## src/design/lqkr_pkg.sv

```systemverilog
package lqkr_pkg;

    localparam int OP_W       = 3;
    localparam int TAG_W      = 16;
    localparam int DEF_DEPTH  = 16;
    localparam int DEF_QUEUES = 2;
    localparam int DEF_TAG_BITS = 16;

    typedef enum logic [OP_W-1:0] {
        OP_PUT    = 3'd0,
        OP_GET    = 3'd1,
        OP_REMOVE = 3'd2,
        OP_MOVE   = 3'd3,
        OP_ITER   = 3'd4
    } t_op;

endpackage

```

## src/design/lqkr_if.sv

```systemverilog
interface lqkr_req_if;
    import lqkr_pkg::*;

    logic             valid;
    logic             ready;
    logic [OP_W-1:0]  op;
    logic             queue;
    logic             dest_queue;
    logic [TAG_W-1:0] tag;
    logic             restart;

    modport source (output valid, op, queue, dest_queue, tag, restart, input ready);
    modport sink   (input valid, op, queue, dest_queue, tag, restart, output ready);
endinterface

interface lqkr_rsp_if;
    import lqkr_pkg::*;

    logic             valid;
    logic             ready;
    logic             status;
    logic             found;
    logic [TAG_W-1:0] out_tag;

    modport source (output valid, status, found, out_tag, input ready);
    modport sink   (input valid, status, found, out_tag, output ready);
endinterface

```

## src/design/lqkr_ram.sv

```systemverilog
module lqkr_ram #(
    parameter int AW = 4,
    parameter int DW = 8
) (
    input  logic          i_clk,
    input  logic          i_we,
    input  logic [AW-1:0] i_waddr,
    input  logic [DW-1:0] i_wdata,
    input  logic [AW-1:0] i_raddr,
    output logic [DW-1:0] o_rdata
);
    logic [DW-1:0] mem [2**AW];
    logic [DW-1:0] r_rdata;

    always_ff @(posedge i_clk) begin
        if (i_we) begin
            mem[i_waddr] <= i_wdata;
        end
        r_rdata <= mem[i_raddr];
    end

    assign o_rdata = r_rdata;
endmodule

```

## src/design/linked_queue_with_keyed_remove_top.sv

```systemverilog
// Linked queues with keyed remove: QUEUES FIFO queues of nonzero tags kept as
// doubly linked lists in one pool of DEPTH entries. Ops: put (append), get
// (pop head, returns tag), remove (find tag from head, unlink), move (unlink
// from queue, append to dest_queue) and iterate (head on restart or with no
// cursor, else entry after a per-queue cursor). One item is worked at a time
// and returns exactly one result item. Entry tag, next and prev links live in
// three one-read, one-write memories with a registered read. Remove and move
// walk the list from the head; a miss walks the whole list. Free entries come
// first from a free stack threaded through the next links, then from a fill
// counter, so no clearing pass is needed after reset.
module linked_queue_with_keyed_remove_top #(
    parameter int DEPTH    = lqkr_pkg::DEF_DEPTH,
    parameter int QUEUES   = lqkr_pkg::DEF_QUEUES,
    parameter int TAG_BITS = lqkr_pkg::DEF_TAG_BITS
) (
    input  logic i_clk,
    input  logic i_rst_n,
    lqkr_req_if.sink   i_req,
    lqkr_rsp_if.source o_rsp
);
    import lqkr_pkg::*;

    localparam int IW = $clog2(DEPTH);
    localparam int PW = $clog2(DEPTH + 1);
    localparam int QW = (QUEUES > 1) ? $clog2(QUEUES) : 1;
    localparam int TW = (TAG_BITS < TAG_W) ? TAG_BITS : TAG_W;
    localparam logic [PW-1:0] NIL = PW'(DEPTH);

    typedef enum logic [9:0] {
        S_IDLE  = 10'b0000000001,
        S_DEC   = 10'b0000000010,
        S_PFREE = 10'b0000000100,
        S_WALK  = 10'b0000001000,
        S_INXT  = 10'b0000010000,
        S_ITAG  = 10'b0000100000,
        S_FREE  = 10'b0001000000,
        S_LINKA = 10'b0010000000,
        S_LINKB = 10'b0100000000,
        S_FIN   = 10'b1000000000
    } t_state;

    t_state r_state;

    // latched item
    logic [OP_W-1:0] r_op;
    logic            r_q;
    logic            r_d;
    logic [TW-1:0]   r_tag;
    logic            r_restart;

    // working pointers and result
    logic [PW-1:0] r_e;
    logic [PW-1:0] r_t;
    logic          r_fail;
    logic          r_found;
    logic [TW-1:0] r_otag;

    // per-queue state and pool bookkeeping
    logic [PW-1:0] r_head [QUEUES];
    logic [PW-1:0] r_tail [QUEUES];
    logic [PW-1:0] r_cur  [QUEUES];
    logic [PW-1:0] r_free_head;
    logic [PW-1:0] r_fill;

    // result register
    logic             r_ovalid;
    logic             r_ostatus;
    logic             r_ofound;
    logic [TAG_W-1:0] r_ootag;

    // memory ports
    logic [IW-1:0] raddr;
    logic          tag_we,  nxt_we,  prv_we;
    logic [IW-1:0] tag_wa,  nxt_wa,  prv_wa;
    logic [TW-1:0] tag_wd;
    logic [PW-1:0] nxt_wd,  prv_wd;
    logic [TW-1:0] rtag;
    logic [PW-1:0] rnext,   rprev;

    logic [QW-1:0] qi, di, lqi;
    logic          q_ok, d_ok, match, is_op;
    logic [PW-1:0] head_q, cur_q, tail_l;

    assign qi     = QW'(r_q);
    assign di     = QW'(r_d);
    assign lqi    = (r_op == OP_MOVE) ? di : qi;
    assign q_ok   = (int'(r_q) < QUEUES);
    assign d_ok   = (int'(r_d) < QUEUES);
    assign head_q = r_head[qi];
    assign cur_q  = r_cur[qi];
    assign tail_l = r_tail[lqi];
    assign match  = (r_op == OP_GET) || (rtag == r_tag);
    assign is_op  = (r_op == OP_PUT) || (r_op == OP_GET) || (r_op == OP_REMOVE)
                 || (r_op == OP_MOVE) || (r_op == OP_ITER);

    lqkr_ram #(.AW(IW), .DW(TW)) u_tag (
        .i_clk(i_clk), .i_we(tag_we), .i_waddr(tag_wa), .i_wdata(tag_wd),
        .i_raddr(raddr), .o_rdata(rtag)
    );
    lqkr_ram #(.AW(IW), .DW(PW)) u_next (
        .i_clk(i_clk), .i_we(nxt_we), .i_waddr(nxt_wa), .i_wdata(nxt_wd),
        .i_raddr(raddr), .o_rdata(rnext)
    );
    lqkr_ram #(.AW(IW), .DW(PW)) u_prev (
        .i_clk(i_clk), .i_we(prv_we), .i_waddr(prv_wa), .i_wdata(prv_wd),
        .i_raddr(raddr), .o_rdata(rprev)
    );

    // Memory address and write control per state.
    always_comb begin
        raddr  = '0;
        tag_we = 1'b0;  tag_wa = r_e[IW-1:0]; tag_wd = r_tag;
        nxt_we = 1'b0;  nxt_wa = r_e[IW-1:0]; nxt_wd = NIL;
        prv_we = 1'b0;  prv_wa = r_e[IW-1:0]; prv_wd = NIL;
        unique case (r_state)
            S_DEC: begin
                if (r_op == OP_PUT) begin
                    raddr = r_free_head[IW-1:0];
                end else if (r_op == OP_ITER && !r_restart && cur_q != NIL) begin
                    raddr = cur_q[IW-1:0];
                end else begin
                    raddr = head_q[IW-1:0];
                end
            end
            S_WALK, S_INXT: begin
                raddr = rnext[IW-1:0];
                if (r_state == S_WALK && match) begin
                    // unlink: bridge predecessor and successor
                    nxt_we = (rprev != NIL);
                    nxt_wa = rprev[IW-1:0];
                    nxt_wd = rnext;
                    prv_we = (rnext != NIL);
                    prv_wa = rnext[IW-1:0];
                    prv_wd = rprev;
                end
            end
            S_FREE: begin
                nxt_we = 1'b1;
                nxt_wd = r_free_head;
            end
            S_LINKA: begin
                tag_we = 1'b1;
                nxt_we = 1'b1;
                prv_we = 1'b1;
                prv_wd = tail_l;
            end
            S_LINKB: begin
                nxt_we = 1'b1;
                nxt_wa = r_t[IW-1:0];
                nxt_wd = r_e;
            end
            default: begin
            end
        endcase
    end

    assign i_req.ready    = (r_state == S_IDLE);
    assign o_rsp.valid    = r_ovalid;
    assign o_rsp.status   = r_ostatus;
    assign o_rsp.found    = r_ofound;
    assign o_rsp.out_tag  = r_ootag;

    always_ff @(posedge i_clk) begin
        if (!i_rst_n) begin
            r_state     <= S_IDLE;
            r_free_head <= NIL;
            r_fill      <= '0;
            r_ovalid    <= 1'b0;
            for (int k = 0; k < QUEUES; k++) begin
                r_head[k] <= NIL;
                r_tail[k] <= NIL;
                r_cur[k]  <= NIL;
            end
        end else begin
            // drop the result once taken, unless a new one replaces it now
            if (r_ovalid && o_rsp.ready && r_state != S_FIN) begin
                r_ovalid <= 1'b0;
            end
            unique case (r_state)
                S_IDLE: begin
                    if (i_req.valid) begin
                        r_op      <= i_req.op;
                        r_q       <= i_req.queue;
                        r_d       <= i_req.dest_queue;
                        r_tag     <= i_req.tag[TW-1:0];
                        r_restart <= i_req.restart;
                        r_state   <= S_DEC;
                    end
                end
                S_DEC: begin
                    r_fail  <= 1'b1;
                    r_found <= 1'b0;
                    r_otag  <= '0;
                    r_state <= S_FIN;
                    if (q_ok && is_op) begin
                        priority case (r_op)
                            OP_PUT: begin
                                if (r_tag != '0) begin
                                    if (r_free_head != NIL) begin
                                        r_e     <= r_free_head;
                                        r_state <= S_PFREE;
                                    end else if (r_fill != NIL) begin
                                        r_e     <= r_fill;
                                        r_fill  <= r_fill + 1'b1;
                                        r_state <= S_LINKA;
                                    end
                                end
                            end
                            OP_GET: begin
                                if (head_q != NIL) begin
                                    r_e     <= head_q;
                                    r_state <= S_WALK;
                                end
                            end
                            OP_REMOVE, OP_MOVE: begin
                                if (r_tag != '0 && head_q != NIL
                                    && (r_op == OP_REMOVE || d_ok)) begin
                                    r_e     <= head_q;
                                    r_state <= S_WALK;
                                end
                            end
                            default: begin
                                // iterate
                                if (!r_restart && cur_q != NIL) begin
                                    r_state <= S_INXT;
                                end else if (head_q != NIL) begin
                                    r_e     <= head_q;
                                    r_state <= S_ITAG;
                                end
                            end
                        endcase
                    end
                end
                S_PFREE: begin
                    // pop the free stack
                    r_free_head <= rnext;
                    r_state     <= S_LINKA;
                end
                S_WALK: begin
                    if (match) begin
                        if (rprev == NIL) begin
                            r_head[qi] <= rnext;
                        end
                        if (rnext == NIL) begin
                            r_tail[qi] <= rprev;
                        end
                        for (int k = 0; k < QUEUES; k++) begin
                            if (r_cur[k] == r_e) begin
                                r_cur[k] <= rprev;
                            end
                        end
                        if (r_op == OP_GET) begin
                            r_found <= 1'b1;
                            r_otag  <= rtag;
                        end
                        r_state <= (r_op == OP_MOVE) ? S_LINKA : S_FREE;
                    end else if (rnext == NIL) begin
                        r_state <= S_FIN;
                    end else begin
                        r_e <= rnext;
                    end
                end
                S_INXT: begin
                    if (rnext == NIL) begin
                        r_state <= S_FIN;
                    end else begin
                        r_e     <= rnext;
                        r_state <= S_ITAG;
                    end
                end
                S_ITAG: begin
                    r_cur[qi] <= r_e;
                    r_otag    <= rtag;
                    r_found   <= 1'b1;
                    r_fail    <= 1'b0;
                    r_state   <= S_FIN;
                end
                S_FREE: begin
                    // push onto the free stack
                    r_free_head <= r_e;
                    r_fail      <= 1'b0;
                    r_state     <= S_FIN;
                end
                S_LINKA: begin
                    r_t         <= tail_l;
                    r_tail[lqi] <= r_e;
                    if (tail_l == NIL) begin
                        r_head[lqi] <= r_e;
                        r_fail      <= 1'b0;
                        r_state     <= S_FIN;
                    end else begin
                        r_state <= S_LINKB;
                    end
                end
                S_LINKB: begin
                    r_fail  <= 1'b0;
                    r_state <= S_FIN;
                end
                S_FIN: begin
                    // hold until the result register is free
                    if (!r_ovalid || o_rsp.ready) begin
                        r_ovalid  <= 1'b1;
                        r_ostatus <= r_fail;
                        r_ofound  <= r_found;
                        r_ootag   <= TAG_W'(r_otag);
                        r_state   <= S_IDLE;
                    end
                end
                default: begin
                    r_state <= S_IDLE;
                end
            endcase
        end
    end
endmodule

```

## src/flat_wrapper.sv

```systemverilog
// flat-port wrapper written by rule: the top's interface ports become plain ports
module linked_queue_with_keyed_remove_top_flat import lqkr_pkg::*;
#(
    parameter int DEPTH    = lqkr_pkg::DEF_DEPTH,
    parameter int QUEUES   = lqkr_pkg::DEF_QUEUES,
    parameter int TAG_BITS = lqkr_pkg::DEF_TAG_BITS
)
  (i_clk, i_rst_n, i_req_valid, i_req_op, i_req_queue, i_req_dest_queue, i_req_tag, i_req_restart, i_req_ready, o_rsp_valid, o_rsp_status, o_rsp_found, o_rsp_out_tag, o_rsp_ready);
  lqkr_req_if i_req_i ();
  lqkr_rsp_if o_rsp_i ();
  input  logic i_clk;
  input  logic i_rst_n;
  input wire logic [$bits(i_req_i.valid)-1:0] i_req_valid;
  input wire logic [$bits(i_req_i.op)-1:0] i_req_op;
  input wire logic [$bits(i_req_i.queue)-1:0] i_req_queue;
  input wire logic [$bits(i_req_i.dest_queue)-1:0] i_req_dest_queue;
  input wire logic [$bits(i_req_i.tag)-1:0] i_req_tag;
  input wire logic [$bits(i_req_i.restart)-1:0] i_req_restart;
  output wire logic [$bits(i_req_i.ready)-1:0] i_req_ready;
  output wire logic [$bits(o_rsp_i.valid)-1:0] o_rsp_valid;
  output wire logic [$bits(o_rsp_i.status)-1:0] o_rsp_status;
  output wire logic [$bits(o_rsp_i.found)-1:0] o_rsp_found;
  output wire logic [$bits(o_rsp_i.out_tag)-1:0] o_rsp_out_tag;
  input wire logic [$bits(o_rsp_i.ready)-1:0] o_rsp_ready;
  assign i_req_i.valid = i_req_valid;
  assign i_req_i.op = i_req_op;
  assign i_req_i.queue = i_req_queue;
  assign i_req_i.dest_queue = i_req_dest_queue;
  assign i_req_i.tag = i_req_tag;
  assign i_req_i.restart = i_req_restart;
  assign i_req_ready = i_req_i.ready;
  assign o_rsp_valid = o_rsp_i.valid;
  assign o_rsp_status = o_rsp_i.status;
  assign o_rsp_found = o_rsp_i.found;
  assign o_rsp_out_tag = o_rsp_i.out_tag;
  assign o_rsp_i.ready = o_rsp_ready;
  linked_queue_with_keyed_remove_top #(.DEPTH(DEPTH), .QUEUES(QUEUES), .TAG_BITS(TAG_BITS)) u_core (.i_clk(i_clk), .i_rst_n(i_rst_n), .i_req(i_req_i), .o_rsp(o_rsp_i));
endmodule
```

## config.mk

```make
export PLATFORM = sky130hd
export DESIGN_NAME = linked_queue_with_keyed_remove_top_flat
export DESIGN_NICKNAME = d
export VERILOG_FILES = /design/src/design/lqkr_pkg.sv /design/src/design/lqkr_if.sv /design/src/design/lqkr_ram.sv /design/src/design/linked_queue_with_keyed_remove_top.sv /design/src/flat_wrapper.sv
export SDC_FILE = /design/constraint.sdc
export NUM_CORES = 1
export LEC_CHECK = 0
export ABC_AREA = 1
export BUFFER_PORTS_ARGS = -buffer_cell sky130_fd_sc_hd__buf_4
export CORE_ASPECT_RATIO = 1.1
export CORE_MARGIN = 8
export CORE_UTILIZATION = 45
export CTS_CLUSTER_SIZE = 28
export DETAILED_ROUTE_END_ITERATION = 7
export PLACE_DENSITY_LB_ADDON = 0.08
export SLEW_MARGIN = 20
export SYNTH_ARGS = -nofsm -noshare
export SYNTH_HDL_FRONTEND = slang
export SYNTH_SLANG_ARGS = --single-unit
```

## constraint.sdc

```tcl
create_clock -name i_clk -period 5.3 [get_ports i_clk]
set_clock_uncertainty 0.15 [all_clocks]
set_input_delay 0.53 -clock i_clk [delete_from_list [all_inputs] [get_ports i_clk]]
set_output_delay 0.53 -clock i_clk [all_outputs]
set_load 0.05 [all_outputs]
```

==> impl_metrics.csv <==
group,metric,value,unit
clock_network,numCtsBuffers,57,
route,ant_nets,0,
floorplanning,die_y,263,microns
global_routing,grt_pass1_vias,17515,
clock_network,cts.path.max_buffers,3,
critical_path,reg2reg_slack,1120,ps
global_routing,grtUsageMet1,27.5,%
place,hpwl,42300,microns
place,dpl_cell_area,0.0262,sq mm
synthesis,synth_area_per_cell,10.1,sq um
floorplanning,rows,90,
critical_path,crit_type,"flop to flop",
min_path,hp-class,"input port to flop",
critical_path,start_kind,"flop",
route,drc,0,
synthesis,syn_nets,2502,
route,dr.pass1.iters,6,
synthesis,synthDistinctLibCells,49,
floorplanning,core_area,0.0550,sq mm
route,wl,70400,microns
global_routing,track_usage,22.2,%
floorplanning,die_area,0.0635,sq mm
synthesis,synthArstFlopShare,0,%
place,place.gp.congestion,0.924,
route,routed_via_density,5.33,
synthesis,yosys_register_bits,561,
finish,fin_util,51.5,%
route,drt-initial-drc-count,1282,
critical_path,worstSetupStartpoint,"u_core.r_tag[15]",
critical_path,cp_data_required_time,5420,ps
clock_network,cts.sinks,561,
clock_network,holdBufCountCts,22,
clock_network,htreeDepth,2,
clock_network,cts_setup_buffers,0,
min_path,whs_path_depth,4,
sta,timing.final.crit_share,78.9,%
clock_network,cts_resized,0,
sta,fmax,239,MHz
sta,hold_viol,0,
synthesis,synth-edff-count,513,
global_routing,grt_max_degree,157,
sta,setup_tns,0,ps
pwr,leakage,0.0113,uW
synthesis,syn-cell-area,0.0251,sq mm
clock_network,cts_tree,"done",
finish,antenna_cells,0,
finish,fillCellCount,5023,
finish,nNetsFinal,2547,
place,io_buffers,45,
pwr,powerDensity,374,mW/mm^2
sta,rsz0062_at_grt,"false",
min_path,min_to,"u_core.o_rsp.valid",
global_routing,grt_pass1_wl,107000,microns
sta,period_needed,4180,ps
critical_path,cp-end-kind,"flop",
route,wl_per_cell,21.3,microns
finish,fin_cells,3301,
run_status,status,"completed",
global_routing,use_met2,39.8,%
global_routing,grt-ovfl-total,0,
sta,slew_violations,0,
synthesis,synth_cells,2474,
synthesis,seq_area_frac_synth,65.3,%
pwr,ir_drop,0.264,mV
synthesis,ys.warnings.count,0,
clock_network,ctsRootBufferMaster,"clkbuf_16",
floorplanning,initial_core_util,45.6,%
critical_path,r2r-start,"u_core.r_tag[15]",
sta,finalSetupViolCount,0,
synthesis,synth_flop_cell,"edfxtp_1",
sta,tightest_slew,1030,ps
place,placedCellCount,3174,
sta,slew_headroom,31.5,%
clock_network,clk_pin_slew,60,ps
min_path,holdCritStartpoint,"o_rsp_ready",
global_routing,antenna_found_initial,0,
finish,drive_gt1_share,8.81,%
clock_network,clk_latency,640,ps
job,maxCapViolCount,0,
critical_path,ff2ff_path_depth,10,
global_routing,top_usage_layer,"met2",
critical_path,cp_max_fo,18,
critical_path,cp.arrival,4300,ps
finish,layout-area-overhead-vs-synth,13.0,%
sta,whs,38.9,ps
floorplanning,ios,46,
floorplanning,die_w,241,microns
critical_path,timing.rr.end,"u_core.u_prev.mem[15][0]",
route,vias,17595,
global_routing,met3_usage,2.38,%
finish,postLayoutCellArea,0.0283,sq mm
cell usage after synthesis (3+ instances only):
library cell / instances / area (sq um)
o211ai_1: 4 / 30.0
xor2_1: 7 / 61.3
buf_1: 14 / 52.6
nor4_1: 4 / 25.0
nand3b_1: 53 / 398
nand3_1: 514 / 2570
a21oi_1: 28 / 140
clkbuf_1: 26 / 97.6
nand4_1: 18 / 113
o221ai_1: 5 / 43.8
inv_2: 16 / 60.1
buf_4: 11 / 82.6
or2_2: 3 / 18.8
nor3_1: 20 / 100
nand2_2: 10 / 62.6
edfxtp_1: 513 / 15400
nand2_1: 518 / 1940
xnor2_1: 6 / 52.6
buf_2: 63 / 315
nor2_4: 5 / 56.3
o21ai_1: 7 / 35.0
dfxtp_1: 48 / 961
inv_1: 370 / 1390
o21ai_0: 48 / 240
o22ai_1: 8 / 50.1
nor2_1: 123 / 462
flip-flops by register name, summed over array words and instances (netlist names), 3 cells and up, named ones only:
register / count
u_core.r_otag: 16
u_core.r_t: 4
u_core.u_next.mem: 80
u_core.r_free_head: 5
u_core.r_op: 3
u_core.r_head: 10
u_core.o_rsp.out_tag: 16
u_core.r_e: 5
u_core.u_tag.o_rdata: 16
u_core.u_next.o_rdata: 5
u_core.u_prev.o_rdata: 5
u_core.r_tag: 16
u_core.r_fill: 5
u_core.r_cur: 10
u_core.u_tag.mem: 256
u_core.r_tail: 10
u_core.r_state: 10
u_core.u_prev.mem: 80
metrics by stage:
step	worst slack [ps]	total power [uW]
floorplan	2220	6070
global placement	1380	6580
detailed placement	1180	6590
CTS	1180	10700
global route	865	11000
finish	1120	10600
per-layer routing:
layer	up-vias	wire length (microns)
met4	0	2290
met2	481	36500
met5	-	0
met3	131	3260
met1	8571	28300
li1	8412	-
kinds of logic (layout without fill, tap and decap cells):
group,count (synthesis),after routing,synth area share [%]
buffers and inverters,504,595,8.08
flip-flops,561,561,65.3
XOR/XNOR,13,13,0.454
adder cells (fa/ha/maj),2,2,0.0999
AND/OR/NAND/NOR,1276,1276,23.3
AO/OA/AOI/OAI,117,117,2.73
multiplexers,1,1,0.0400
layout make-up:
cell class | instances | area [sq um] | area share, %
inverters | 388 | 1460 | 5.15
repair buffers | 102 | 858 | 3.03
clock buffers | 82 | 1580 | 5.58
clock inverters | 23 | 307 | 1.08
flip-flops and latches | 561 | 16400 | 57.8
well taps | 736 | 921 | 3.25
multi-input cells | 1409 | 6820 | 24.1
where the power goes:
part           total, uW  leakage (uW)  internal [uW]  switching, uW
Sequential          5250       0.00482           5020            236
Combinational       1260       0.00558            356            903
Clock               4090      0.000921           2370           1710
Total              10600        0.0113           7750           2850
layout by cell type, fill, tap and decap left out, drive strengths merged, types with 6 or more instances in the layout:
| cell type | n |
|---|---|
| nand2 | 528 |
| o22ai | 8 |
| nor2 | 130 |
| xor2 | 7 |
| nand3 | 514 |
| inv | 389 |
| o21ai | 57 |
| nand3b | 53 |
| buf | 80 |
| bufinv | 6 |
| clkbuf | 82 |
| xnor2 | 6 |
| a21oi | 30 |
| nor3 | 22 |
| edfxtp | 513 |
| clkinv | 15 |
| nand4 | 18 |
| dfxtp | 48 |
| dlygate4sd3 | 22 |
| nor4 | 6 |
how the worst max path moves through the flow:
stage	to
finish	u_core.u_prev.mem[15][0]
global route	u_core.u_prev.mem[15][0]
CTS	u_core.u_prev.mem[14][3]
detailed placement	u_core.u_prev.mem[15][1]
global placement	u_core.u_prev.mem[13][1]
floorplan	u_core.r_found
critical path: stages (launching register included):
cell and delay [ps]:
edfxtp_1 670, xor2_1 260, nor3_1 240, nand2_1 110, nor3_1 260, nand2_1 220, nand2_1 150, nand2_1 330
o21ai_0 560, nand3_1 230, nor3_1 630
Note: power is estimated with default switching activity, not from simulation.
